[src/rtl/trr_pkg.sv]
`timescale 1ns / 1ps
`default_nettype none
// ----------------------------------------------------------------------------
// TFTP read receiver package
// Shared types and protocol codes for the read-transfer receiver.
// ----------------------------------------------------------------------------
package trr_pkg;

   // event kinds on the request channel
   typedef enum logic [1:0] {
      REQ_START   = 2'd0,
      REQ_PACKET  = 2'd1,
      REQ_TIMEOUT = 2'd2
   } req_kind_type;

   // TFTP opcodes of interest
   localparam logic [15:0] OP_DATA  = 16'd3;
   localparam logic [15:0] OP_ERROR = 16'd5;
   localparam logic [15:0] OP_OACK  = 16'd6;

   typedef enum logic [2:0] {
      ACT_NONE        = 3'd0,
      ACT_ACK         = 3'd1,
      ACT_RRQ         = 3'd2,
      ACT_UNKNOWN_ID  = 3'd3,
      ACT_BAD_OPTIONS = 3'd4
   } action_type;

   // register indexes on the csr channel
   localparam int unsigned CsrIdxWidth = 2;
   localparam logic [CsrIdxWidth-1:0] CSR_INITIAL_BLOCK_SIZE = 2'd0;
   localparam logic [CsrIdxWidth-1:0] CSR_MAX_RETRIES        = 2'd1;
   localparam logic [CsrIdxWidth-1:0] CSR_OPTIONS_REQUESTED  = 2'd2;
   localparam logic [CsrIdxWidth-1:0] CSR_TSIZE_REQUESTED    = 2'd3;

   localparam logic [15:0] BLOCK_SIZE_RESET  = 16'd512;
   localparam logic [7:0]  MAX_RETRIES_RESET = 8'd5;

   typedef struct packed {
      logic [15:0] initial_block_size;
      logic [7:0]  max_retries;
      logic        options_requested;
      logic        tsize_requested;
   } cfg_type;

   typedef struct packed {
      logic [1:0]  req_type;
      logic [15:0] opcode;
      logic [15:0] blk_num;
      logic [15:0] payload_len;
      logic        packet_empty;
      logic [47:0] peer_addr;
      logic [15:0] oack_block_size;
      logic        oack_unrequested;
      logic [31:0] oack_tsize;
   } req_item_type;

   typedef struct packed {
      action_type  action;
      logic [15:0] ack_block;
      logic [15:0] write_len;
      logic        done_res;
      logic        failed;
      logic        may_lack_options;
   } rsp_item_type;

endpackage : trr_pkg
`default_nettype wire

[src/rtl/trr_if.sv]
`timescale 1ns / 1ps
`default_nettype none
// ----------------------------------------------------------------------------
// TFTP read receiver channel interfaces
// Valid/ready channels for request words, result words and csr writes.
// ----------------------------------------------------------------------------
interface trr_req_if;
   logic        valid;
   logic        ready;
   logic [1:0]  req_type;
   logic [15:0] opcode;
   logic [15:0] blk_num;
   logic [15:0] payload_len;
   logic        packet_empty;
   logic [47:0] peer_addr;
   logic [15:0] oack_block_size;
   logic        oack_unrequested;
   logic [31:0] oack_tsize;

   modport source (
      output valid, req_type, opcode, blk_num, payload_len, packet_empty,
             peer_addr, oack_block_size, oack_unrequested, oack_tsize,
      input  ready
   );
   modport sink (
      input  valid, req_type, opcode, blk_num, payload_len, packet_empty,
             peer_addr, oack_block_size, oack_unrequested, oack_tsize,
      output ready
   );
endinterface : trr_req_if

interface trr_rsp_if;
   logic        valid;
   logic        ready;
   logic [2:0]  action;
   logic [15:0] ack_block;
   logic [15:0] write_len;
   logic        done_res;
   logic        failed;
   logic        may_lack_options;

   modport source (
      output valid, action, ack_block, write_len, done_res, failed, may_lack_options,
      input  ready
   );
   modport sink (
      input  valid, action, ack_block, write_len, done_res, failed, may_lack_options,
      output ready
   );
endinterface : trr_rsp_if

interface trr_csr_if;
   logic        valid;
   logic        ready;
   logic [1:0]  index;
   logic [15:0] data;

   modport source (
      output valid, index, data,
      input  ready
   );
   modport sink (
      input  valid, index, data,
      output ready
   );
endinterface : trr_csr_if
`default_nettype wire

[src/rtl/trr_core.sv]
`timescale 1ns / 1ps
`default_nettype none
// ----------------------------------------------------------------------------
// TFTP read receiver transfer core
// Holds the transfer state and computes the result of one registered word.
// ----------------------------------------------------------------------------
module trr_core (
   input  wire                   clock,
   input  wire                   reset,
   input  wire                   step,
   input  trr_pkg::cfg_type      cfg,
   input  trr_pkg::req_item_type item,
   output trr_pkg::rsp_item_type res
);

   logic [15:0] expected_block_ff, expected_block_in;
   logic        first_receive_ff, first_receive_in;
   logic [47:0] server_peer_ff, server_peer_in;
   logic [15:0] cur_block_size_ff, cur_block_size_in;
   logic [7:0]  retry_count_ff, retry_count_in;
   logic        last_was_ack_ff, last_was_ack_in;
   logic [15:0] last_ack_block_ff, last_ack_block_in;
   logic [31:0] bytes_total_ff, bytes_total_in;
   logic [31:0] expected_size_ff, expected_size_in;
   logic        finished_ff, finished_in;

   logic [31:0] bytes_sum;

   assign bytes_sum = bytes_total_ff + {16'd0, item.payload_len};

   always_comb begin
      expected_block_in = expected_block_ff;
      first_receive_in  = first_receive_ff;
      server_peer_in    = server_peer_ff;
      cur_block_size_in = cur_block_size_ff;
      retry_count_in    = retry_count_ff;
      last_was_ack_in   = last_was_ack_ff;
      last_ack_block_in = last_ack_block_ff;
      bytes_total_in    = bytes_total_ff;
      expected_size_in  = expected_size_ff;
      finished_in       = finished_ff;
      res               = '0;
      res.action        = trr_pkg::ACT_NONE;

      if (step) begin
         case (item.req_type)
            trr_pkg::REQ_START: begin
               expected_block_in = 16'd1;
               first_receive_in  = 1'b1;
               server_peer_in    = '0;
               cur_block_size_in = cfg.initial_block_size;
               retry_count_in    = '0;
               last_was_ack_in   = 1'b0;
               last_ack_block_in = '0;
               bytes_total_in    = '0;
               expected_size_in  = '0;
               finished_in       = 1'b0;
               res.action        = trr_pkg::ACT_RRQ;
            end
            trr_pkg::REQ_TIMEOUT: begin
               if (!finished_ff) begin
                  if (retry_count_ff >= cfg.max_retries) begin
                     finished_in          = 1'b1;
                     res.failed           = 1'b1;
                     res.may_lack_options = first_receive_ff;
                  end else begin
                     retry_count_in = retry_count_ff + 8'd1;
                     if (last_was_ack_ff) begin
                        res.action    = trr_pkg::ACT_ACK;
                        res.ack_block = last_ack_block_ff;
                     end else begin
                        res.action = trr_pkg::ACT_RRQ;
                     end
                  end
               end
            end
            trr_pkg::REQ_PACKET: begin
               if (!finished_ff) begin
                  retry_count_in = '0;
                  if (item.packet_empty) begin
                     finished_in = 1'b1;
                     res.failed  = 1'b1;
                  end else if (!first_receive_ff && item.peer_addr != server_peer_ff) begin
                     res.action = trr_pkg::ACT_UNKNOWN_ID;
                  end else begin
                     if (first_receive_ff) begin
                        server_peer_in = item.peer_addr;
                     end
                     first_receive_in = 1'b0;
                     case (item.opcode)
                        trr_pkg::OP_OACK: begin
                           // only the first receive may negotiate options
                           if (first_receive_ff) begin
                              if (item.oack_unrequested) begin
                                 res.action  = trr_pkg::ACT_BAD_OPTIONS;
                                 finished_in = 1'b1;
                                 res.failed  = 1'b1;
                              end else begin
                                 cur_block_size_in = item.oack_block_size;
                                 if (cfg.tsize_requested) begin
                                    expected_size_in = item.oack_tsize;
                                 end
                                 last_was_ack_in   = 1'b1;
                                 last_ack_block_in = '0;
                                 res.action        = trr_pkg::ACT_ACK;
                              end
                           end
                        end
                        trr_pkg::OP_DATA: begin
                           if (item.blk_num != expected_block_ff) begin
                              if (last_was_ack_ff) begin
                                 res.action    = trr_pkg::ACT_ACK;
                                 res.ack_block = last_ack_block_ff;
                              end else begin
                                 res.action = trr_pkg::ACT_RRQ;
                              end
                           end else begin
                              expected_block_in = expected_block_ff + 16'd1;
                              bytes_total_in    = bytes_sum;
                              res.write_len     = item.payload_len;
                              last_was_ack_in   = 1'b1;
                              last_ack_block_in = item.blk_num;
                              res.action        = trr_pkg::ACT_ACK;
                              res.ack_block     = item.blk_num;
                              // short block closes the transfer
                              if (item.payload_len < cur_block_size_ff) begin
                                 finished_in = 1'b1;
                                 if (cfg.tsize_requested && bytes_sum != expected_size_ff) begin
                                    res.failed = 1'b1;
                                 end else begin
                                    res.done_res = 1'b1;
                                 end
                              end
                           end
                        end
                        trr_pkg::OP_ERROR: begin
                           finished_in          = 1'b1;
                           res.failed           = 1'b1;
                           res.may_lack_options = first_receive_ff & cfg.options_requested;
                        end
                        default: begin
                           finished_in = 1'b1;
                           res.failed  = 1'b1;
                        end
                     endcase
                  end
               end
            end
            default: begin
            end
         endcase
      end
   end

   always_ff @(posedge clock) begin
      if (reset) begin
         expected_block_ff <= 16'd1;
         first_receive_ff  <= 1'b1;
         server_peer_ff    <= '0;
         cur_block_size_ff <= trr_pkg::BLOCK_SIZE_RESET;
         retry_count_ff    <= '0;
         last_was_ack_ff   <= 1'b0;
         last_ack_block_ff <= '0;
         bytes_total_ff    <= '0;
         expected_size_ff  <= '0;
         finished_ff       <= 1'b0;
      end else begin
         expected_block_ff <= expected_block_in;
         first_receive_ff  <= first_receive_in;
         server_peer_ff    <= server_peer_in;
         cur_block_size_ff <= cur_block_size_in;
         retry_count_ff    <= retry_count_in;
         last_was_ack_ff   <= last_was_ack_in;
         last_ack_block_ff <= last_ack_block_in;
         bytes_total_ff    <= bytes_total_in;
         expected_size_ff  <= expected_size_in;
         finished_ff       <= finished_in;
      end
   end

endmodule : trr_core
`default_nettype wire

[src/rtl/tftp_read_receiver_top.sv]
// A word accepted into the input register has its result stored in the result register.
// Throughput: one word per cycle; the input register and the result register
// both advance whenever the result slot is empty or being taken.
// Reset (synchronous, active high) clears the transfer state, loads the csr
// defaults (block size 512, 5 retries, no options) and empties both stages.
`timescale 1ns / 1ps
`default_nettype none
// ----------------------------------------------------------------------------
// TFTP read receiver top level
// Client-side TFTP read transfer control: acks, resends, retries, OACK, tsize.
// ----------------------------------------------------------------------------
module tftp_read_receiver_top (
   input  wire       clock,
   input  wire       reset,
   trr_req_if.sink   req,
   trr_rsp_if.source rsp,
   trr_csr_if.sink   csr
);

   trr_pkg::cfg_type      cfg_ff;
   trr_pkg::req_item_type item_ff;
   trr_pkg::req_item_type item_in;
   trr_pkg::rsp_item_type res;
   trr_pkg::rsp_item_type rsp_data_ff;
   logic                  item_valid_ff;
   logic                  rsp_valid_ff;
   logic                  advance;

   // csr writes are always taken
   assign csr.ready = 1'b1;

   always_ff @(posedge clock) begin
      if (reset) begin
         cfg_ff.initial_block_size <= trr_pkg::BLOCK_SIZE_RESET;
         cfg_ff.max_retries        <= trr_pkg::MAX_RETRIES_RESET;
         cfg_ff.options_requested  <= 1'b0;
         cfg_ff.tsize_requested    <= 1'b0;
      end else if (csr.valid) begin
         case (csr.index)
            trr_pkg::CSR_INITIAL_BLOCK_SIZE: cfg_ff.initial_block_size <= csr.data;
            trr_pkg::CSR_MAX_RETRIES:        cfg_ff.max_retries        <= csr.data[7:0];
            trr_pkg::CSR_OPTIONS_REQUESTED:  cfg_ff.options_requested  <= csr.data[0];
            trr_pkg::CSR_TSIZE_REQUESTED:    cfg_ff.tsize_requested    <= csr.data[0];
            default: begin
            end
         endcase
      end
   end

   assign advance   = item_valid_ff & (~rsp_valid_ff | rsp.ready);
   assign req.ready = ~item_valid_ff | advance;

   always_comb begin
      item_in.req_type         = req.req_type;
      item_in.opcode           = req.opcode;
      item_in.blk_num          = req.blk_num;
      item_in.payload_len      = req.payload_len;
      item_in.packet_empty     = req.packet_empty;
      item_in.peer_addr        = req.peer_addr;
      item_in.oack_block_size  = req.oack_block_size;
      item_in.oack_unrequested = req.oack_unrequested;
      item_in.oack_tsize       = req.oack_tsize;
   end

   always_ff @(posedge clock) begin
      if (reset) begin
         item_valid_ff <= 1'b0;
         rsp_valid_ff  <= 1'b0;
      end else begin
         if (req.ready) begin
            item_valid_ff <= req.valid;
         end
         if (advance) begin
            rsp_valid_ff <= 1'b1;
         end else if (rsp.ready) begin
            rsp_valid_ff <= 1'b0;
         end
      end
   end

   always_ff @(posedge clock) begin
      if (req.valid && req.ready) begin
         item_ff <= item_in;
      end
      if (advance) begin
         rsp_data_ff <= res;
      end
   end

   trr_core u_core (
      .clock (clock),
      .reset (reset),
      .step  (advance),
      .cfg   (cfg_ff),
      .item  (item_ff),
      .res   (res)
   );

   assign rsp.valid            = rsp_valid_ff;
   assign rsp.action           = rsp_data_ff.action;
   assign rsp.ack_block        = rsp_data_ff.ack_block;
   assign rsp.write_len        = rsp_data_ff.write_len;
   assign rsp.done_res         = rsp_data_ff.done_res;
   assign rsp.failed           = rsp_data_ff.failed;
   assign rsp.may_lack_options = rsp_data_ff.may_lack_options;

endmodule : tftp_read_receiver_top
`default_nettype wire
[src/flat_wrapper.sv]
// flat-port wrapper written by rule: the top's interface ports become plain ports
module tftp_read_receiver_top_flat 
  (clock, reset, req_valid, req_req_type, req_opcode, req_blk_num, req_payload_len, req_packet_empty, req_peer_addr, req_oack_block_size, req_oack_unrequested, req_oack_tsize, req_ready, rsp_valid, rsp_action, rsp_ack_block, rsp_write_len, rsp_done_res, rsp_failed, rsp_may_lack_options, rsp_ready, csr_valid, csr_index, csr_data, csr_ready);
  trr_req_if req_i ();
  trr_rsp_if rsp_i ();
  trr_csr_if csr_i ();
  input  wire clock;
  input  wire reset;
  input wire logic [$bits(req_i.valid)-1:0] req_valid;
  input wire logic [$bits(req_i.req_type)-1:0] req_req_type;
  input wire logic [$bits(req_i.opcode)-1:0] req_opcode;
  input wire logic [$bits(req_i.blk_num)-1:0] req_blk_num;
  input wire logic [$bits(req_i.payload_len)-1:0] req_payload_len;
  input wire logic [$bits(req_i.packet_empty)-1:0] req_packet_empty;
  input wire logic [$bits(req_i.peer_addr)-1:0] req_peer_addr;
  input wire logic [$bits(req_i.oack_block_size)-1:0] req_oack_block_size;
  input wire logic [$bits(req_i.oack_unrequested)-1:0] req_oack_unrequested;
  input wire logic [$bits(req_i.oack_tsize)-1:0] req_oack_tsize;
  output wire logic [$bits(req_i.ready)-1:0] req_ready;
  output wire logic [$bits(rsp_i.valid)-1:0] rsp_valid;
  output wire logic [$bits(rsp_i.action)-1:0] rsp_action;
  output wire logic [$bits(rsp_i.ack_block)-1:0] rsp_ack_block;
  output wire logic [$bits(rsp_i.write_len)-1:0] rsp_write_len;
  output wire logic [$bits(rsp_i.done_res)-1:0] rsp_done_res;
  output wire logic [$bits(rsp_i.failed)-1:0] rsp_failed;
  output wire logic [$bits(rsp_i.may_lack_options)-1:0] rsp_may_lack_options;
  input wire logic [$bits(rsp_i.ready)-1:0] rsp_ready;
  input wire logic [$bits(csr_i.valid)-1:0] csr_valid;
  input wire logic [$bits(csr_i.index)-1:0] csr_index;
  input wire logic [$bits(csr_i.data)-1:0] csr_data;
  output wire logic [$bits(csr_i.ready)-1:0] csr_ready;
  assign req_i.valid = req_valid;
  assign req_i.req_type = req_req_type;
  assign req_i.opcode = req_opcode;
  assign req_i.blk_num = req_blk_num;
  assign req_i.payload_len = req_payload_len;
  assign req_i.packet_empty = req_packet_empty;
  assign req_i.peer_addr = req_peer_addr;
  assign req_i.oack_block_size = req_oack_block_size;
  assign req_i.oack_unrequested = req_oack_unrequested;
  assign req_i.oack_tsize = req_oack_tsize;
  assign req_ready = req_i.ready;
  assign rsp_valid = rsp_i.valid;
  assign rsp_action = rsp_i.action;
  assign rsp_ack_block = rsp_i.ack_block;
  assign rsp_write_len = rsp_i.write_len;
  assign rsp_done_res = rsp_i.done_res;
  assign rsp_failed = rsp_i.failed;
  assign rsp_may_lack_options = rsp_i.may_lack_options;
  assign rsp_i.ready = rsp_ready;
  assign csr_i.valid = csr_valid;
  assign csr_i.index = csr_index;
  assign csr_i.data = csr_data;
  assign csr_ready = csr_i.ready;
  tftp_read_receiver_top u_core (.clock(clock), .reset(reset), .req(req_i), .rsp(rsp_i), .csr(csr_i));
endmodule
[config.mk]
export PLATFORM = sky130hd
export DESIGN_NAME = tftp_read_receiver_top_flat
export DESIGN_NICKNAME = d
export VERILOG_FILES = /design/src/rtl/trr_pkg.sv /design/src/rtl/trr_if.sv /design/src/rtl/trr_core.sv /design/src/rtl/tftp_read_receiver_top.sv /design/src/flat_wrapper.sv
export SDC_FILE = /design/constraint.sdc
export NUM_CORES = 1
export LEC_CHECK = 0
export BUFFER_PORTS_ARGS = -buffer_cell sky130_fd_sc_hd__buf_4
export CORE_MARGIN = 8
export CORE_UTILIZATION = 50
export CTS_CLUSTER_DIAMETER = 30
export CTS_CLUSTER_SIZE = 20
export DETAILED_ROUTE_END_ITERATION = 10
export PLACE_DENSITY = 0.7
export SYNTH_ARGS = -nofsm -noshare
export SYNTH_HDL_FRONTEND = slang
export SYNTH_SLANG_ARGS = --single-unit
[constraint.sdc]
create_clock -name clock -period 14.1 [get_ports clock]
set_clock_uncertainty 0.15 [all_clocks]
set_input_delay 0.705 -clock clock [delete_from_list [all_inputs] [get_ports clock]]
set_output_delay 0.705 -clock clock [all_outputs]
set_load 0.02 [all_outputs]
==> Word-level counts from Yosys, hierarchy flattened <==
Index checks and enable logic that the tools add are counted.
{ "totals": {"regBits": 385, "wordCells": 189} }
{ "op_classes": {"n_reduce_logical": 23, "n_lt_le_gt_ge": 2, "n_addsub": 3, "muxes": 95, "n_bitwise": 9, "eq_ne": 26} }
{ "ops": {"columns": ["cell", "n"], "rows": [
  ["two-way mux 32 bit", 12],
  ["two-way mux 16 bit", 18],
  ["two-way mux 48 bit", 4],
  ["case mux 16 bit (2 select lines)", 5],
  ["case mux 32 bit (2 select lines)", 2],
  ["case mux 48 bit (2 select lines)", 1],
  ["two-way mux 19 bit", 3],
  ["inequality test 48 bit", 1],
  ["two-way mux 38 bit", 1],
  ["two-way mux 36 bit", 1],
  ["two-way mux 35 bit", 1],
  ["two-way mux 33 bit", 1],
  ["adder 32 x 16 -> 32 bit", 1],
  ["== test 16 x 3 -> 1 bit (second input constant)", 2],
  ["inequality test 32 bit", 1],
  ["two-way mux 1 bit", 25],
  ["two-way mux 8 bit", 3],
  ["case mux 8 bit (3 select lines)", 1],
  ["two-way mux 18 bit", 1],
  ["AND reduction 9 bit", 2],
  ["adder 16 x 1 -> 16 bit (second input constant)", 1],
  ["== test 16 x 2 -> 1 bit (second input constant)", 1],
  ["< comparator 16 bit", 1],
  ["inequality test 16 bit", 1],
  ["30 further kinds", 68]
]} }

==> Depth between registers and ports, before layout <==
Gate-level depths: netlist of the first run.
{ "logic_depth": {"ltp_word": 11, "ltp_mapped": 14} }

==> Hierarchy <==
A second synthesis of the first run with hierarchy kept.
{ "unflattened": {"hier_cells": 1588, "area_unflattened_um2": 17297.8} }
{ "by_module_without_submodules": {"columns": ["module", "n_inst", "area_each_um2", "cells_per_inst"], "rows": [
  ["trr_core", 1, 10491.3, 1281],
  ["tftp_read_receiver_top", 1, 6806.5, 307]
]} }

==> Worst setup path after synthesis of the first run <==
OpenSTA, ideal clock, no wires.
{ "synth_path": {"path_type": "input to register", "startpoint": "input rsp_ready", "endpoint": "register u_core.item_ff[0] (netlist bit) (enable)", "t_arrival_ns": 4.387, "cell_stages": 3, "setup_slack_ns": 9.038, "required_ns": 13.425, "setup_ns": 0.525, "path_cell_list": "nor2b_1 -> nand2_1 -> and2_1"} }
{ "synth_between": {"elab_chain_len": 4} }
{ "synth_lines": {"columns": ["element", "line", "text"], "rows": [
  ["from (decl)", "flat_wrapper.sv:27", "input wire logic [$bits(rsp_i.ready)-1:0] rsp_ready;"],
  ["bitwise OR 1 bit", "tftp_read_receiver_top.sv:50", "assign advance = item_valid_ff & (~rsp_valid_ff | rsp.ready);"],
  ["bitwise AND 1 bit", "tftp_read_receiver_top.sv:50", null],
  ["bitwise OR 1 bit", "tftp_read_receiver_top.sv:51", "assign req.ready = ~item_valid_ff | advance;"],
  ["via req_ready", "flat_wrapper.sv:19", "output wire logic [$bits(req_i.ready)-1:0] req_ready;"],
  ["logical AND 1 bit", "tftp_read_receiver_top.sv:82", "if (req.valid && req.ready) begin"],
  ["to (signal assigned)", "tftp_read_receiver_top.sv:83", "item_ff <= item_in;"],
  ["to (decl)", "tftp_read_receiver_top.sv:21", "trr_pkg::req_item_type item_ff;"]
]} }
The timed path passes the listed nets, and every way through them passes these cells.
A chain may end at the register's enable or synchronous reset.

==> Worst setup path in the final report of the first run <==
{ "layout_path": {"startpoint": "register u_core.item_ff[147] (netlist bit)", "endpoint": "register u_core.u_core.expected_size_ff[12]"} }
{ "layout_between": {"elab_chain_len": 3, "elab_cells_between_ends": 12, "classes_between": "8 x eq/ne; 1 x mux; 3 x reduce/logical"} }
{ "layout_lines": {"columns": ["element", "line", "text"], "rows": [
  ["== test 2 x 1 -> 1 bit / zero test 2 bit (equally long branches)", "trr_core.sv:46", "case (item.req_type)"],
  ["inequality test 2 x 1 -> 1 bit (no line) (tied with other cells)", null, null],
  ["AND reduction 9 bit (no line)", null, null],
  ["to (signal assigned)", "trr_core.sv:176", "expected_size_ff <= expected_size_in;"],
  ["to (decl)", "trr_core.sv:24", "logic [31:0] expected_size_ff, expected_size_in;"]
]} }
Parallel ways exist; a longest one is shown, timed or not.

==> impl_metrics.toml, run 1 <==
[status]
status = "complete, no violations"

[layout]
fin_util = 0.648
layout.nets = 2130
fillers = 2672
regArea_sq_mm = 0.00957
syn_to_final_growth_pct = 27.9
stdcell_count = 2441
multi_input_area_sq_mm = 0.00739
drive_gt1_frac = 0.203

[drt]
drt_iter0_markers = 1005
drt_first_pass_iters = 5
avgRoutedWirePerCell_microns = 19.4
antenna_left = 0
drc = 0
wl_mm = 47.2
num_vias = 13690
drt-met1-wl_mm = 20.9
wl_met2_mm = 21.8
highest_layer = "met5"
wl_met3_mm = 3.42
viasPerCell = 5.61

[placed_design]
place_inst = 2283
gp_congestion = 0.959
port_buffers = 210
hpwlAfterDp_mm = 33.4

[critical_path]
crit_family = "simple AND/OR/NAND/NOR gates"
crit_type = "reg -> reg"
cpMaxStageDelayCell = "and2_1"
r2r-start = "u_core.item_ff[147]"
timing.rr.end = "u_core.u_core.expected_size_ff[12]"
crit_path_end = "u_core.u_core.expected_size_ff[12]"
critPathMaxStageDelay_ns = 0.86
required_ns = 14.44
critPathCaptureType = "flip-flop"
crit_start = "u_core.item_ff[147]"
worstPathCellList = "inv_1 > ha_4 > inv_1 > nor3_1 > nor2_1 > nor2_1 > o31a_1 > and2_1 > a21boi_2 > buf_4 > nand3_1 > a21oi_1"
r2r_setup_slack_ns = 8.81
critPathBufInv = 3
arrival_ns = 5.63
critPathMaxFanout = 77
r2r_cells = 12
start_kind = "flip-flop"
path_depth = 12

[sta]
max_freq_mhz = 189
rsz0062_at_grt = "no"
finalSetupViolations = 0
fin_crit_sh = 0.375
slew_violations = 0
period_minus_slack_ns = 5.29
fin_setup_tns_ns = 0
worst_pin_slew_ns = 1.13
hold_viol_final = 0
slew_headroom = 0.247

[pwr]
power_frac_comb = 0.049
switchingPower_uw = 773
p_clk_frac = 0.584
leakagePower_uw = 0.00843
p_seq_frac = 0.366
p_int_uw = 2620
switching_share = 0.228
ir_drop_v = 0.000118
power.density_mw_per_mm2 = 152

[floorplanning]
fp.dieH_microns = 203
dieWidth_microns = 203
ios = 212
rows = 68
core_area_sq_mm = 0.0345
fp.dieArea_sq_mm = 0.0412
initial_core_util = 0.507

[yosys]
netlist_area_sq_mm = 0.0175
synthAdderAreaFrac = 0.0334
synth_cell_types = 84
synth-seq-area-share = 0.548
syn_inst = 1702
synth.area.mux_share = 0.0157
yosysWarnings = 0
synth_simple_gate_area_frac = 0.170
synth_compound_area_frac = 0.136
syn_area_per_cell_sq_um = 10.3
synth_top_family_by_area = "simple AND/OR/NAND/NOR gates"
synth_xor_area_frac = 0.0658
postSynthNetCount = 1919
ys.flop_type = "dfxtp_1"
ys_seq_elements = 385
synth-edff-count = 186
async_flop_share = 0

[clock_network]
clock_path_buffers = 3
cts-resized-gates = 0
cts_tree = "done"
post-cts-setup-buffers = 0
holdBufCountCts = 0
clock_latency_ns = 0.62
cts_htree_levels = 3
cts_root_buf = "clkbuf_16"
path_clk_slew_ns = 0.05
cts_inserted_buffers = 83
numClockSinks = 385

[min_path]
hold_path.class = "in -> reg"

[global_route]
antenna_found_initial = 4
grt_pass1_wl_mm = 74.3
grt.total_usage = 0.226
grt_max_degree = 78
gr-total-overflow = 0
grt_pass1_vias = 13624

[flow_run]
drv_cap = 0
flip-flops by register name, indices dropped and copies added, names as in the netlist, 3 cells and up:
| register | cells |
|---|---|
| u_core.u_core.bytes_total_ff | 32 |
| u_core.u_core.expected_block_ff | 16 |
| u_core.rsp.action | 3 |
| u_core.u_core.retry_count_ff | 8 |
| u_core.rsp.write_len | 16 |
| u_core.u_core.expected_size_ff | 32 |
| u_core.item_ff | 148 |
| u_core.u_core.server_peer_ff | 48 |
| u_core.rsp.ack_block | 16 |
| u_core.u_core.last_ack_block_ff | 16 |
| u_core.cfg_ff | 26 |
| u_core.u_core.cur_block_size_ff | 16 |
cells by family after synthesis:
group	count (synthesis)
AOI/OAI and AO/OA	366
buffers and inverters	142
xor gates and xnor gates	123
muxes	27
adders and majority gates	46
DFF	385
other	1
and+or+nand+nor	612
layout make-up:
class,instances,share of cell area
diodes,2,0.000224
clock buffers,104,0.103
clock inverters,52,0.0293
inverters,44,0.00740
multi-input cells,1175,0.331
flip-flops and latches,385,0.429
well taps,455,0.0255
repair buffers,224,0.0753
stage by stage:
step / setup WS (ns) / cell area, sq um / hold slack (ns) / power [uW]
after floorplan: 9.04 / 17500 / 0.282 / 1350
after global placement: 9.19 / 19400 / 0.293 / 1430
after detailed placement: 8.88 / 19400 / 0.297 / 1430
after CTS: 8.81 / 22300 / 0.0925 / 3420
after global routing: 8.29 / 22300 / 0.0907 / 3500
final: 8.81 / 22300 / 0.112 / 3390
how the worst min path moves through the flow:
stage	cells after the start	start	to
after floorplan	2	u_core.u_core.expected_size_ff[29]	u_core.u_core.expected_size_ff[29]
final	1	req_opcode[2]	u_core.item_ff[132]
after detailed placement	2	u_core.cfg_ff[5]	u_core.cfg_ff[5]
after global routing	1	req_opcode[2]	u_core.item_ff[132]
after global placement	2	u_core.u_core.bytes_total_ff[9]	u_core.u_core.bytes_total_ff[9]
after CTS	1	req_opcode[2]	u_core.item_ff[132]
power groups by stage:
stage | clock (uW) | combinational (uW) | sequential (uW)
3_3_place_gp | 0 | 164 | 1260
4_1_cts | 2010 | 169 | 1240
5_1_grt | 2070 | 184 | 1240
6_report | 1980 | 168 | 1240
3_5_place_dp | 0 | 167 | 1260
2_1_floorplan | 0 | 87.1 | 1260
routing by layer:
layer,global-route usage,up-vias
li1,-,6609
met1,0.298,6545
met2,0.357,452
met3,0.0601,80
met4,0.0759,4
met5,0,-
worst reg2reg max path, cell delays in order (launching register included):
cell and delay [ns]:
edfxtp_1 0.43, inv_1 0.15, ha_4 0.75, inv_1 0.55
nor3_1 0.66, nor2_1 0.10, nor2_1 0.34, o31a_1 0.22
and2_1 0.86, a21boi_2 0.29, buf_4 0.33, nand3_1 0.16
a21oi_1 0.20
cell usage after synthesis (14+ instances only):
| library cell | number | area (sq um) |
|---|---|---|
| nor3_1 | 30 | 150 |
| o21ai_0 | 42 | 210 |
| and3_1 | 15 | 93.8 |
| a21o_1 | 15 | 113 |
| nand3_1 | 108 | 541 |
| nor4_1 | 25 | 156 |
| dfxtp_1 | 199 | 3980 |
| a211oi_1 | 24 | 180 |
| nand4_1 | 30 | 188 |
| clkbuf_1 | 82 | 308 |
| nand2_1 | 200 | 751 |
| xor2_1 | 79 | 692 |
| edfxtp_1 | 186 | 5590 |
| inv_1 | 44 | 165 |
| ha_1 | 45 | 563 |
| a22o_1 | 17 | 149 |
| and2_1 | 23 | 144 |
| nor2_1 | 114 | 428 |
| xnor2_1 | 39 | 342 |
| mux2i_1 | 24 | 240 |
| a22oi_1 | 28 | 210 |
| a21oi_1 | 165 | 826 |
| or3_1 | 14 | 87.6 |
layout by cell type, fill, tap and decap left out, types with 7 or more instances in the layout:
cell type,count
nor2b_1,9
and2_1,22
nand4_1,30
dfxtp_1,199
or3_1,14
mux2i_1,24
a22o_1,17
buf_4,224
ha_1,44
o21a_1,7
nand2_1,200
o21ai_0,41
edfxtp_1,186
a211oi_1,24
xnor2_1,39
clkinv_4,8
nor2_1,114
a21oi_1,164
and3_1,15
nand2b_1,8
a22oi_1,28
clkinv_2,16
a21o_1,15
nor3_1,28
bufinv_16,9
clkbuf_8,7
clkbuf_1,11
nand3_1,108
xor2_1,79
nor4_1,25
inv_1,44
clkbuf_16,86
No activity file was read; power rests on OpenSTA's default activity.
==> inputs of run 2 (changes only) <==
- PLACE_DENSITY: 0.7 -> 0.73
- clock period: 14.1 -> 4.3 ns (I/O delays scaled with it)
==> impl_metrics.toml, run 2 (synthesis gave the netlist of run 1 again) <==
[status]
status = "complete, no violations"

[critical_path]
critPathCaptureType = "flip-flop"
r2r_cells = 14
critPathMaxFanout = 6
crit_family = "compound AO/OA/AOI/OAI gates"
r2r-start = "u_core.item_ff[98]"
cpMaxStageDelayCell = "fa_1"
start_kind = "flip-flop"
critPathMaxStageDelay_ns = 0.45
path_depth = 14
worstPathCellList = "ha_1 > inv_1 > fa_1 > nand2b_1 > a211oi_4 > o21ai_2 > a2111oi_4 > nor2_2 > a2111o_1 > nor4_1 > nand4_1 > nor4_2 > buf_4 > o21ai_1"
crit_type = "reg -> reg"
required_ns = 4.50
crit_start = "u_core.item_ff[98]"
critPathBufInv = 2
arrival_ns = 4.28
timing.rr.end = "u_core.rsp.failed"
r2r_setup_slack_ns = 0.22
crit_path_end = "u_core.rsp.failed"

[layout]
stdcell_area_sq_mm = 0.0242
top_regs = "u_core.item_ff (148), u_core.u_core.server_peer_ff (48)"
layout_common_cells = "buf_4 (243), nand2_1 (200), dfxtp_1 (199), edfxtp_1 (186), dlygate4sd3_1 (182)"
layout.nets = 2330
drive_gt1_frac = 0.184
layout_commonest_cell = "buf_4"
fillers = 2354
largest_reg_flops = 148
regMostFlops = "u_core.item_ff"
stdcell_count = 2643
syn_to_final_growth_pct = 38.5

[drt]
avgRoutedWirePerCell_microns = 21.1
viasPerCell = 5.72
drc = 0
drt_iter0_markers = 1436
antenna_left = 0
num_vias = 15119
wl_mm = 55.7
drt_first_pass_iters = 5

[global_route]
grt_max_degree = 81
antenna_found_initial = 4
grt_pass1_vias = 15435
grt.total_usage = 0.266
gr-total-overflow = 0
grt_pass1_wl_mm = 86.9

[sta]
slew_headroom = 0.372
finalSetupViolations = 0
max_freq_mhz = 245
worst_pin_slew_ns = 0.933
fin_crit_sh = 0.949
period_minus_slack_ns = 4.08
slew_violations = 0
rsz0062_at_grt = "no"
hold_viol_final = 0
fin_setup_tns_ns = 0
fin_ws_ns = 0.221

[floorplanning]
core_area_sq_mm = 0.0345
dieWidth_microns = 203
ios = 212
fp.dieArea_sq_mm = 0.0412
rows = 68
fp.dieH_microns = 203
initial_core_util = 0.507

[clock_network]
path_clk_slew_ns = 0.05
cts_tree = "done"
numClockSinks = 385
clock_path_buffers = 3
cts_root_buf = "clkbuf_16"
post-cts-setup-buffers = 0
clock_latency_ns = 0.61
cts_inserted_buffers = 82
cts-resized-gates = 0
cts_htree_levels = 3

[placed_design]
port_buffers = 210
hpwlAfterDp_mm = 35.4
gp_congestion = 0.931
dpl-instance-area_sq_mm = 0.0195
place_ws_ns = 0.163
place_inst = 2302

[pwr]
total_power_uw = 11100
power.density_mw_per_mm2 = 461
ir_drop_v = 0.000446
leakagePower_uw = 0.00919

[flow_run]
drv_cap = 0

[min_path]
hold_path.class = "in -> reg"
run 2: changes by cell type in the layout (fill, tap and decap cells not counted), moves of 2 or more:
cell / change
inv_4: -2
clkinv_4: -6
diode_2: +3
clkinv_2: -5
clkbuf_1: +10
dlygate4sd3_1: +182
buf_4: +19
inv_6: -3
clkinv_1: +8
clkbuf_16: -2
run 2: worst register-to-register path, stage by stage (launching register included):
cell and delay (ns):
edfxtp_1 0.37, ha_1 0.18, inv_1 0.06, fa_1 0.45, nand2b_1 0.22, a211oi_4 0.32, o21ai_2 0.13, a2111oi_4 0.43
nor2_2 0.14, a2111o_1 0.44, nor4_1 0.30, nand4_1 0.19, nor4_2 0.22, buf_4 0.18, o21ai_1 0.06
run 2: power breakdown:
part	switching [uW]	internal, uW
clock network	2040	4310
registers	78.8	3990
logic	381	344
total	2500	8650
run 2: what timing repair did:
item	CTS	global route
endpoints found under the hold margin	176	0
setup endpoints to repair	0	2
hold buffers	182	0
run 2: worst min-delay path by stage:
stage                       start                                to  slack (ns)  depth (start not counted)
5_1_grt                     reset   u_core.u_core.bytes_total_ff[2]        0.11                          2
3_3_place_gp   req_oack_tsize[21]                u_core.item_ff[21]        0.24                          1
3_5_place_dp       req_opcode[15]               u_core.item_ff[145]        0.24                          1
2_1_floorplan   req_oack_tsize[0]                 u_core.item_ff[0]        0.16                          0
4_1_cts                     reset  u_core.u_core.bytes_total_ff[16]        0.08                          2
6_report                    reset   u_core.u_core.bytes_total_ff[1]        0.08                          2
run 2: stage by stage:
step,utilization,hold WS (ns)
floorplan,-,0.164
global placement,0.567,0.244
detailed placement,0.567,0.244
CTS,0.701,0.0783
global route,0.702,0.114
finish,0.702,0.0830
run 2: layer usage:
layer / vias up / GRT usage / wire length, microns
met1: 7306 / 0.345 / 23500
li1: 7014 / - / -
met3: 123 / 0.0601 / 4190
met2: 676 / 0.427 / 26300
met5: - / 0 / 0
met4: 0 / 0.107 / 1710
run 2: cell type report:
| cell class | count | area, sq um | share of cell area |
|---|---|---|---|
| sequential | 385 | 9570 | 0.396 |
| tap | 455 | 569 | 0.0235 |
| inverter | 44 | 165 | 0.00683 |
| antenna | 5 | 12.5 | 0.000517 |
| clock buffer | 112 | 2280 | 0.0942 |
| clock inverter | 42 | 551 | 0.0228 |
| timing repair buffer | 425 | 3650 | 0.151 |
| multi-input combinational | 1175 | 7390 | 0.306 |
